$ cat src/design/irad_pkg.sv
// Shared types, constants and a helper function of the integer to radix digits unit.
`timescale 1ns / 1ps

package irad_pkg;

    // Register encoding of radix_select; the unused code falls back to decimal.
    localparam logic [1:0] RADIX_SEL_OCT = 2'd1;
    localparam logic [1:0] RADIX_SEL_HEX = 2'd2;

    localparam logic [6:0] ASCII_ZERO       = 7'h30;
    localparam logic [6:0] ASCII_A_MINUS_10 = 7'h37;
    localparam logic [3:0] DIGIT_TEN        = 4'd10;
    localparam logic [3:0] BCD_ADJ_LIMIT    = 4'd5;
    localparam logic [3:0] BCD_ADJ_ADD      = 4'd3;

    typedef enum logic [1:0] {
        RADIX_DEC,
        RADIX_OCT,
        RADIX_HEX
    } t_radix;

    typedef enum logic [1:0] {
        ST_IDLE,
        ST_CONV,
        ST_SKIP,
        ST_EMIT
    } t_state;

    // Control half of a queued job from the front part to the back part.
    typedef struct packed {
        logic   valid;
        t_radix radix;
    } t_job_ctl;

    function automatic logic [6:0] digit_to_ascii(input logic [3:0] d);
        logic [6:0] d_ext;
        d_ext = {3'b000, d};
        if (d < DIGIT_TEN) begin
            return ASCII_ZERO + d_ext;
        end
        return ASCII_A_MINUS_10 + d_ext;
    endfunction

endpackage

$ cat src/design/integer_to_radix_digits_unit.sv
// Top level of the integer to radix digits unit: front intake, job queue and digit back end.
`timescale 1ns / 1ps
// Each item is first converted (decimal only), then its leading zero digit slots are
// skipped one per cycle (NDIG = (VALUE_BITS + 2) / 3 slots in all), then its characters
// are sent. The back end takes a new item only after the last character of the previous
// one has been sent; the two-entry queue holds two more.
// Reset is synchronous and active low; it sets the radix to decimal and empties the unit.

module integer_to_radix_digits_unit #(
    parameter int VALUE_BITS = 31
) (
    input  logic                  i_clk,
    input  logic                  i_rst_n,
    input  logic                  i_cfg_wr_en,
    input  logic [1:0]            i_cfg_wr_data,
    input  logic                  i_valid,
    output logic                  o_stall,
    input  logic [VALUE_BITS-1:0] i_value,
    output logic                  o_valid,
    input  logic                  i_stall,
    output logic [6:0]            o_digit_char,
    output logic                  o_last_digit
);
    import irad_pkg::*;

    // Job handoff between the front and back parts. The front classifies the radix at
    // intake, so a configuration write never affects an item that is already queued.
    t_job_ctl              job;
    logic [VALUE_BITS-1:0] job_value;
    logic                  job_pop;

    // The front part holds the radix register and a short queue, so new items can be
    // taken while the back part is still sending the characters of an earlier item.
    irad_front #(
        .VALUE_BITS(VALUE_BITS)
    ) u_front (
        .i_clk        (i_clk),
        .i_rst_n      (i_rst_n),
        .i_cfg_wr_en  (i_cfg_wr_en),
        .i_cfg_wr_data(i_cfg_wr_data),
        .i_valid      (i_valid),
        .o_stall      (o_stall),
        .i_value      (i_value),
        .o_job        (job),
        .o_job_value  (job_value),
        .i_job_pop    (job_pop)
    );

    // The back part converts one item at a time. Decimal uses a shift-add-3 pass, one
    // input bit per cycle; octal and hex digits are taken straight from the value bits.
    // Leading zero digits are dropped, and the lowest digit is always sent, so a zero
    // value gives the single character '0'. Characters leave through an output register.
    irad_back #(
        .VALUE_BITS(VALUE_BITS)
    ) u_back (
        .i_clk       (i_clk),
        .i_rst_n     (i_rst_n),
        .i_job       (job),
        .i_job_value (job_value),
        .o_job_pop   (job_pop),
        .o_valid     (o_valid),
        .i_stall     (i_stall),
        .o_digit_char(o_digit_char),
        .o_last_digit(o_last_digit)
    );

endmodule

$ cat src/design/irad_front.sv
// Front part: radix register, item intake with radix classification, two-entry job queue.
`timescale 1ns / 1ps

module irad_front #(
    parameter int VALUE_BITS = 31
) (
    input  logic                  i_clk,
    input  logic                  i_rst_n,
    input  logic                  i_cfg_wr_en,
    input  logic [1:0]            i_cfg_wr_data,
    input  logic                  i_valid,
    output logic                  o_stall,
    input  logic [VALUE_BITS-1:0] i_value,
    output irad_pkg::t_job_ctl    o_job,
    output logic [VALUE_BITS-1:0] o_job_value,
    input  logic                  i_job_pop
);
    import irad_pkg::*;

    localparam int QDEPTH = 2;

    logic [1:0]            r_radix_sel;
    logic [VALUE_BITS-1:0] r_q_value [QDEPTH];
    t_radix                r_q_radix [QDEPTH];
    logic                  r_wr_ptr, n_wr_ptr;
    logic                  r_rd_ptr, n_rd_ptr;
    logic [1:0]            r_count, n_count;
    logic                  push;
    logic                  pop;
    t_radix                radix_class;

    always_comb begin
        case (r_radix_sel)
            RADIX_SEL_OCT: radix_class = RADIX_OCT;
            RADIX_SEL_HEX: radix_class = RADIX_HEX;
            default:       radix_class = RADIX_DEC;
        endcase
    end

    assign o_stall     = (r_count == 2'(QDEPTH));
    assign push        = i_valid && !o_stall;
    assign pop         = i_job_pop && (r_count != 2'd0);
    assign o_job.valid = (r_count != 2'd0);
    assign o_job.radix = r_q_radix[r_rd_ptr];
    assign o_job_value = r_q_value[r_rd_ptr];

    always_comb begin
        n_wr_ptr = push ? !r_wr_ptr : r_wr_ptr;
        n_rd_ptr = pop ? !r_rd_ptr : r_rd_ptr;
        n_count  = r_count + {1'b0, push} - {1'b0, pop};
    end

    always_ff @(posedge i_clk) begin
        if (!i_rst_n) begin
            r_radix_sel <= 2'd0;
            r_wr_ptr    <= 1'b0;
            r_rd_ptr    <= 1'b0;
            r_count     <= 2'd0;
        end else begin
            if (i_cfg_wr_en) begin
                r_radix_sel <= i_cfg_wr_data;
            end
            r_wr_ptr <= n_wr_ptr;
            r_rd_ptr <= n_rd_ptr;
            r_count  <= n_count;
        end
    end

    always_ff @(posedge i_clk) begin
        if (push) begin
            r_q_value[r_wr_ptr] <= i_value;
            r_q_radix[r_wr_ptr] <= radix_class;
        end
    end

endmodule

$ cat src/design/irad_back.sv
// Back part: digit sequencer with shift-add-3 decimal conversion and an output register.
`timescale 1ns / 1ps

module irad_back #(
    parameter int VALUE_BITS = 31
) (
    input  logic                  i_clk,
    input  logic                  i_rst_n,
    input  irad_pkg::t_job_ctl    i_job,
    input  logic [VALUE_BITS-1:0] i_job_value,
    output logic                  o_job_pop,
    output logic                  o_valid,
    input  logic                  i_stall,
    output logic [6:0]            o_digit_char,
    output logic                  o_last_digit
);
    import irad_pkg::*;

    // Digit slots: enough for octal, which also covers decimal and hexadecimal.
    localparam int NDIG = (VALUE_BITS + 2) / 3;
    localparam int DW   = 4 * NDIG;
    localparam int OW   = 3 * NDIG;
    localparam int CW   = $clog2(VALUE_BITS + 1);
    localparam int LW   = $clog2(NDIG + 1);

    t_state                r_state, n_state;
    logic [DW-1:0]         r_dig, n_dig;
    logic [VALUE_BITS-1:0] r_bin, n_bin;
    logic [CW-1:0]         r_cnt, n_cnt;
    logic [LW-1:0]         r_left, n_left;
    logic                  r_out_valid, n_out_valid;
    logic [6:0]            r_out_char, n_out_char;
    logic                  r_out_last, n_out_last;

    logic                  out_free;
    logic [3:0]            top_digit;
    logic                  left_one;
    logic                  do_load;
    logic                  do_dabble;
    logic                  do_skip;
    logic                  do_emit;
    logic [DW-1:0]         dig_adj;
    logic [DW-1:0]         dig_oct;
    logic [DW-1:0]         dig_hex;
    logic [OW-1:0]         oct_pad;

    assign out_free  = !r_out_valid || !i_stall;
    assign top_digit = r_dig[DW-1 -: 4];
    assign left_one  = (r_left == LW'(1));

    // Next state.
    always_comb begin
        n_state = r_state;
        case (r_state)
            ST_IDLE: begin
                if (i_job.valid) begin
                    n_state = (i_job.radix == RADIX_DEC) ? ST_CONV : ST_SKIP;
                end
            end
            ST_CONV: begin
                if (r_cnt == CW'(1)) begin
                    n_state = ST_SKIP;
                end
            end
            ST_SKIP: begin
                if (top_digit != 4'd0 || left_one) begin
                    n_state = ST_EMIT;
                end
            end
            ST_EMIT: begin
                if (out_free && left_one) begin
                    n_state = ST_IDLE;
                end
            end
            default: n_state = ST_IDLE;
        endcase
    end

    // Control outputs of the sequencer.
    always_comb begin
        do_load   = 1'b0;
        do_dabble = 1'b0;
        do_skip   = 1'b0;
        do_emit   = 1'b0;
        case (r_state)
            ST_IDLE: do_load   = i_job.valid;
            ST_CONV: do_dabble = 1'b1;
            ST_SKIP: do_skip   = (top_digit == 4'd0) && !left_one;
            ST_EMIT: do_emit   = out_free;
            default: begin
            end
        endcase
    end

    assign o_job_pop = do_load;

    // Direct digit layouts for octal and hexadecimal.
    always_comb begin
        oct_pad = '0;
        oct_pad[VALUE_BITS-1:0] = i_job_value;
        dig_hex = '0;
        dig_hex[VALUE_BITS-1:0] = i_job_value;
        for (int i = 0; i < NDIG; i++) begin
            dig_oct[4*i +: 4] = {1'b0, oct_pad[3*i +: 3]};
        end
    end

    // One shift-add-3 correction per BCD digit.
    always_comb begin
        for (int i = 0; i < NDIG; i++) begin
            if (r_dig[4*i +: 4] >= BCD_ADJ_LIMIT) begin
                dig_adj[4*i +: 4] = r_dig[4*i +: 4] + BCD_ADJ_ADD;
            end else begin
                dig_adj[4*i +: 4] = r_dig[4*i +: 4];
            end
        end
    end

    always_comb begin
        n_dig       = r_dig;
        n_bin       = r_bin;
        n_cnt       = r_cnt;
        n_left      = r_left;
        n_out_valid = r_out_valid && i_stall;
        n_out_char  = r_out_char;
        n_out_last  = r_out_last;
        if (do_load) begin
            n_left = LW'(NDIG);
            n_bin  = i_job_value;
            n_cnt  = CW'(VALUE_BITS);
            case (i_job.radix)
                RADIX_OCT: n_dig = dig_oct;
                RADIX_HEX: n_dig = dig_hex;
                default:   n_dig = '0;
            endcase
        end
        if (do_dabble) begin
            n_dig = {dig_adj[DW-2:0], r_bin[VALUE_BITS-1]};
            n_bin = {r_bin[VALUE_BITS-2:0], 1'b0};
            n_cnt = r_cnt - CW'(1);
        end
        if (do_skip || do_emit) begin
            n_dig  = {r_dig[DW-5:0], 4'd0};
            n_left = r_left - LW'(1);
        end
        if (do_emit) begin
            n_out_valid = 1'b1;
            n_out_char  = digit_to_ascii(top_digit);
            n_out_last  = left_one;
        end
    end

    always_ff @(posedge i_clk) begin
        if (!i_rst_n) begin
            r_state     <= ST_IDLE;
            r_out_valid <= 1'b0;
        end else begin
            r_state     <= n_state;
            r_out_valid <= n_out_valid;
        end
    end

    always_ff @(posedge i_clk) begin
        r_dig      <= n_dig;
        r_bin      <= n_bin;
        r_cnt      <= n_cnt;
        r_left     <= n_left;
        r_out_char <= n_out_char;
        r_out_last <= n_out_last;
    end

    assign o_valid      = r_out_valid;
    assign o_digit_char = r_out_char;
    assign o_last_digit = r_out_last;

endmodule

$ cat config.mk
export PLATFORM = sky130hd
export DESIGN_NAME = integer_to_radix_digits_unit
export DESIGN_NICKNAME = d
export VERILOG_FILES = /design/src/design/irad_pkg.sv /design/src/design/integer_to_radix_digits_unit.sv /design/src/design/irad_front.sv /design/src/design/irad_back.sv
export SDC_FILE = /design/constraint.sdc
export NUM_CORES = 1
export LEC_CHECK = 0
export BUFFER_PORTS_ARGS = -buffer_cell sky130_fd_sc_hd__buf_2
export CAP_MARGIN = 20
export CORE_ASPECT_RATIO = 0.8
export CORE_UTILIZATION = 45
export CTS_BUF_LIST = sky130_fd_sc_hd__clkbuf_4 sky130_fd_sc_hd__clkbuf_8 sky130_fd_sc_hd__clkbuf_16
export DETAILED_ROUTE_END_ITERATION = 8
export GPL_TIMING_DRIVEN = 1
export PLACE_DENSITY_LB_ADDON = 0.08
export SETUP_SLACK_MARGIN = 0.02
export SLEW_MARGIN = 0
export SYNTH_ARGS = -nofsm -noshare
export SYNTH_HDL_FRONTEND = slang
export SYNTH_SLANG_ARGS = --single-unit
$ cat constraint.sdc
create_clock -name i_clk -period 3.53 [get_ports i_clk]
set_input_delay 0.353 -clock i_clk [delete_from_list [all_inputs] [get_ports i_clk]]
set_output_delay 0.353 -clock i_clk [all_outputs]
set_load 0.02 [all_outputs]
==> flow_metrics.tcl <==
set metrics [dict create \
    port_buffers 47 \
    post_cts_buffers 0 \
    cts.repair.resized 0 \
    cts_tree "done" \
    totalWireLength_mm 16.9 \
    cts_max_level 4 \
    place_congestion 0.800 \
    yosysWarnings 0 \
    routedWlPerCell_um 17.4 \
    synth.area.top_cells "edfxtp_1 56%, ha_1 5.5%, mux2i_1 4.5%" \
    synth_top_cell_by_area "edfxtp_1" \
    drt-initial-drc-count 357 \
    rsz0062_at_grt "false" \
    clk_latency_ns 0.43 \
    ys_ff_latch 168 \
    relSlewSlack_pct 36.9 \
    cts_root_buffer "clkbuf_16" \
    ioPinCount 48 \
    synth_top_area_share_pct 55.6 \
    synth_edf_count 153 \
    nets 810 \
    synth.avg_cell_area_um2 12.0 \
    synth.distinct_cells 41 \
    hold_path.class "in -> reg" \
    cts_buffer_depth 2 \
    fmax_mhz 398 \
    tightestPinTransition_ns 0.945 \
    cp-start-kind "register" \
    drc 0 \
    finClkSkew_ns 0.00809 \
    dp_hpwl_mm 11.2 \
    nFillCells 1536 \
    grt_util_all_layers_pct 19.3 \
    setup_viol 0 \
    vdd_ir_drop_max_uv 403 \
    fp.dieW_um 153 \
    grt_max_degree 74 \
    die_y_um 123 \
    p_leak_nw 3.40 \
    crit_type "reg -> reg" \
    fin_crit_ns 2.52 \
    cp_max_fo 23 \
    async_flop_share_pct 0 \
    coreArea_um2 17600 \
    synth_seq_area_share_pct 59.3 \
    crit_path_end_kind "register" \
    dieArea_um2 18900 \
    ant_nets 0 \
    clock_sinks 168 \
    outcome "finished, final reports clean" \
    slew_viol_final 0 \
    cp.required_ns 3.87 \
    antenna_found_initial 0 \
    drv_cap 0 \
    powerDensity_nw_per_um2 928 \
    fin_setup_tns_ns 0 \
    synth_fp_nets 765 \
    ctsHoldBuffers 0 \
    drive_gt1_share_pct 14.0 \
    syn_area_um2 8260 \
    num_rows 43 \
    cp.arrival_ns 2.85 \
    synthCells 691 \
    cts_buffers 17 \
    grt_pass1_wl_mm 27.9 \
    initial_core_util_pct 46.8 \
    ys.flop_type "edfxtp_1" \
    path_clk_slew_ns 0.07 \
    drt_first_pass_iters 4 \
    period_share_pct 71.3 \
    final-hold-violation-count 0 \
    vias 5428 \
    n_antenna_cell 0 \
    overflow 0 \
    grt_pass1_vias 5338 \
    vias_per_cell 5.57 \
    area_growth_pct 12.9 \
    power.total_mw 8.65 \
]
==> where the power goes <==
part	internal [mW]	switching, mW
Sequential	3.14	0.423
Combinational	1.19	2.03
Clock	0.959	0.898
Total	5.29	3.36
==> final timing paths <==
check | from | end | slack [ns] | depth (start not counted)
worst min-delay path | i_value[11] | u_front.r_q_value[1][11] | 0.10 | 1
worst max-delay path | u_back.r_state[1] | u_back.r_state[0] | 1.01 | 7
worst min register to register | u_back.r_bin[30] | u_back.r_dig[0] | 0.47 | 1
worst max register to register | u_back.r_state[1] | u_back.r_state[0] | 1.01 | 7
==> kinds of logic (layout without fill, tap and decap cells) <==
kind of cell,Yosys count,count (layout),synth area share [%]
AO/OA/AOI/OAI,185,185,14.5
XOR/XNOR,29,29,3.08
adder cells (fa/ha/maj),36,36,5.45
buffers and inverters,72,130,3.76
flip-flops,168,168,59.3
multiplexers,37,37,4.48
AND/OR/NAND/NOR,164,164,9.47
==> layout make-up <==
class                      instances  area (um2)  area share (%)
sequential                       168        4900            52.5
tap                              225         282            3.02
clock buffer                      17         425            4.56
timing repair buffer              58         330            3.54
inverter                          40         150            1.61
multi-input combinational        451        3060            32.8
clock inverter                    15         181            1.95
==> per-layer routing <==
layer  part of all wire [%]  global-route usage, %  vias up
met5                      0                      0        -
met4                    1.7                   7.12        0
li1                       -                      -     2654
met2                     46                   31.8      117
met1                     48                   26.1     2639
met3                    3.7                   3.12       18
==> cells in the mapped netlist (7+ instances only) <==
cell      instances
o22ai_1          23
xnor2_1          18
o21ai_0          40
o31ai_1          30
a211oi_1          8
nor2_1           45
o21a_1            7
nand2_1          66
nor3_1            8
a21oi_1          49
o221ai_1          7
buf_2             8
nand2b_1         15
nor3b_1          11
xor2_1           11
inv_1            40
clkbuf_1         19
and2_1            9
ha_1             36
dfxtp_1          15
edfxtp_1        153
mux2i_1          37
==> metrics by stage <==
stage               cells  hold WS, ns  cell area [um2]  setup WS, ns  utilization (%)
finish                974        0.100             9320          1.01             52.8
global route          974       0.0886             9320         0.842             52.8
CTS                   974       0.0858             9320          1.01             52.8
detailed placement    942        0.461             8720          1.05             49.4
global placement      942        0.487             8720          1.16             49.4
floorplan             691        0.448             8260         0.848                -
==> registers in the layout (all words and copies together) (netlist names), named ones only <==
| register | flops |
|---|---|
| u_front.r_rd_ptr | 1 |
| u_front.r_count | 2 |
| u_back.r_state | 2 |
| u_back.o_digit_char | 7 |
| u_back.r_left | 4 |
| u_back.r_cnt | 5 |
| u_back.o_valid | 1 |
| u_back.r_bin | 31 |
| u_back.o_last_digit | 1 |
| u_front.r_radix_sel | 2 |
| u_front.r_q_value | 62 |
| u_front.r_q_radix | 4 |
| u_back.r_dig | 44 |
| u_front.r_wr_ptr | 1 |
==> layout by cell type, fill, tap and decap left out, types with 7 or more instances in the layout <==
cell type and instances:
a211oi_1 8, a21oi_1 49, and2_1 9, buf_2 47, buf_4 10, clkbuf_16 17, dfxtp_1 14, edfxtp_1 153
ha_1 35, inv_1 40, mux2i_1 37, nand2_1 66, nand2b_1 15, nor2_1 44, nor3_1 8, nor3b_1 11
o21a_1 7, o21ai_0 40, o221ai_1 7, o22ai_1 23, o31ai_1 30, xnor2_1 18, xor2_1 11
==> critical path, cell delays in order, from the launching register on <==
cell      delay (ns)
dfxtp_1         0.40
inv_1           0.10
ha_2            0.35
inv_1           0.76
a31oi_1         0.12
a21oi_1         0.30
a21oi_1         0.12
a311oi_1        0.27
Note: power is estimated with default switching activity, not from simulation.
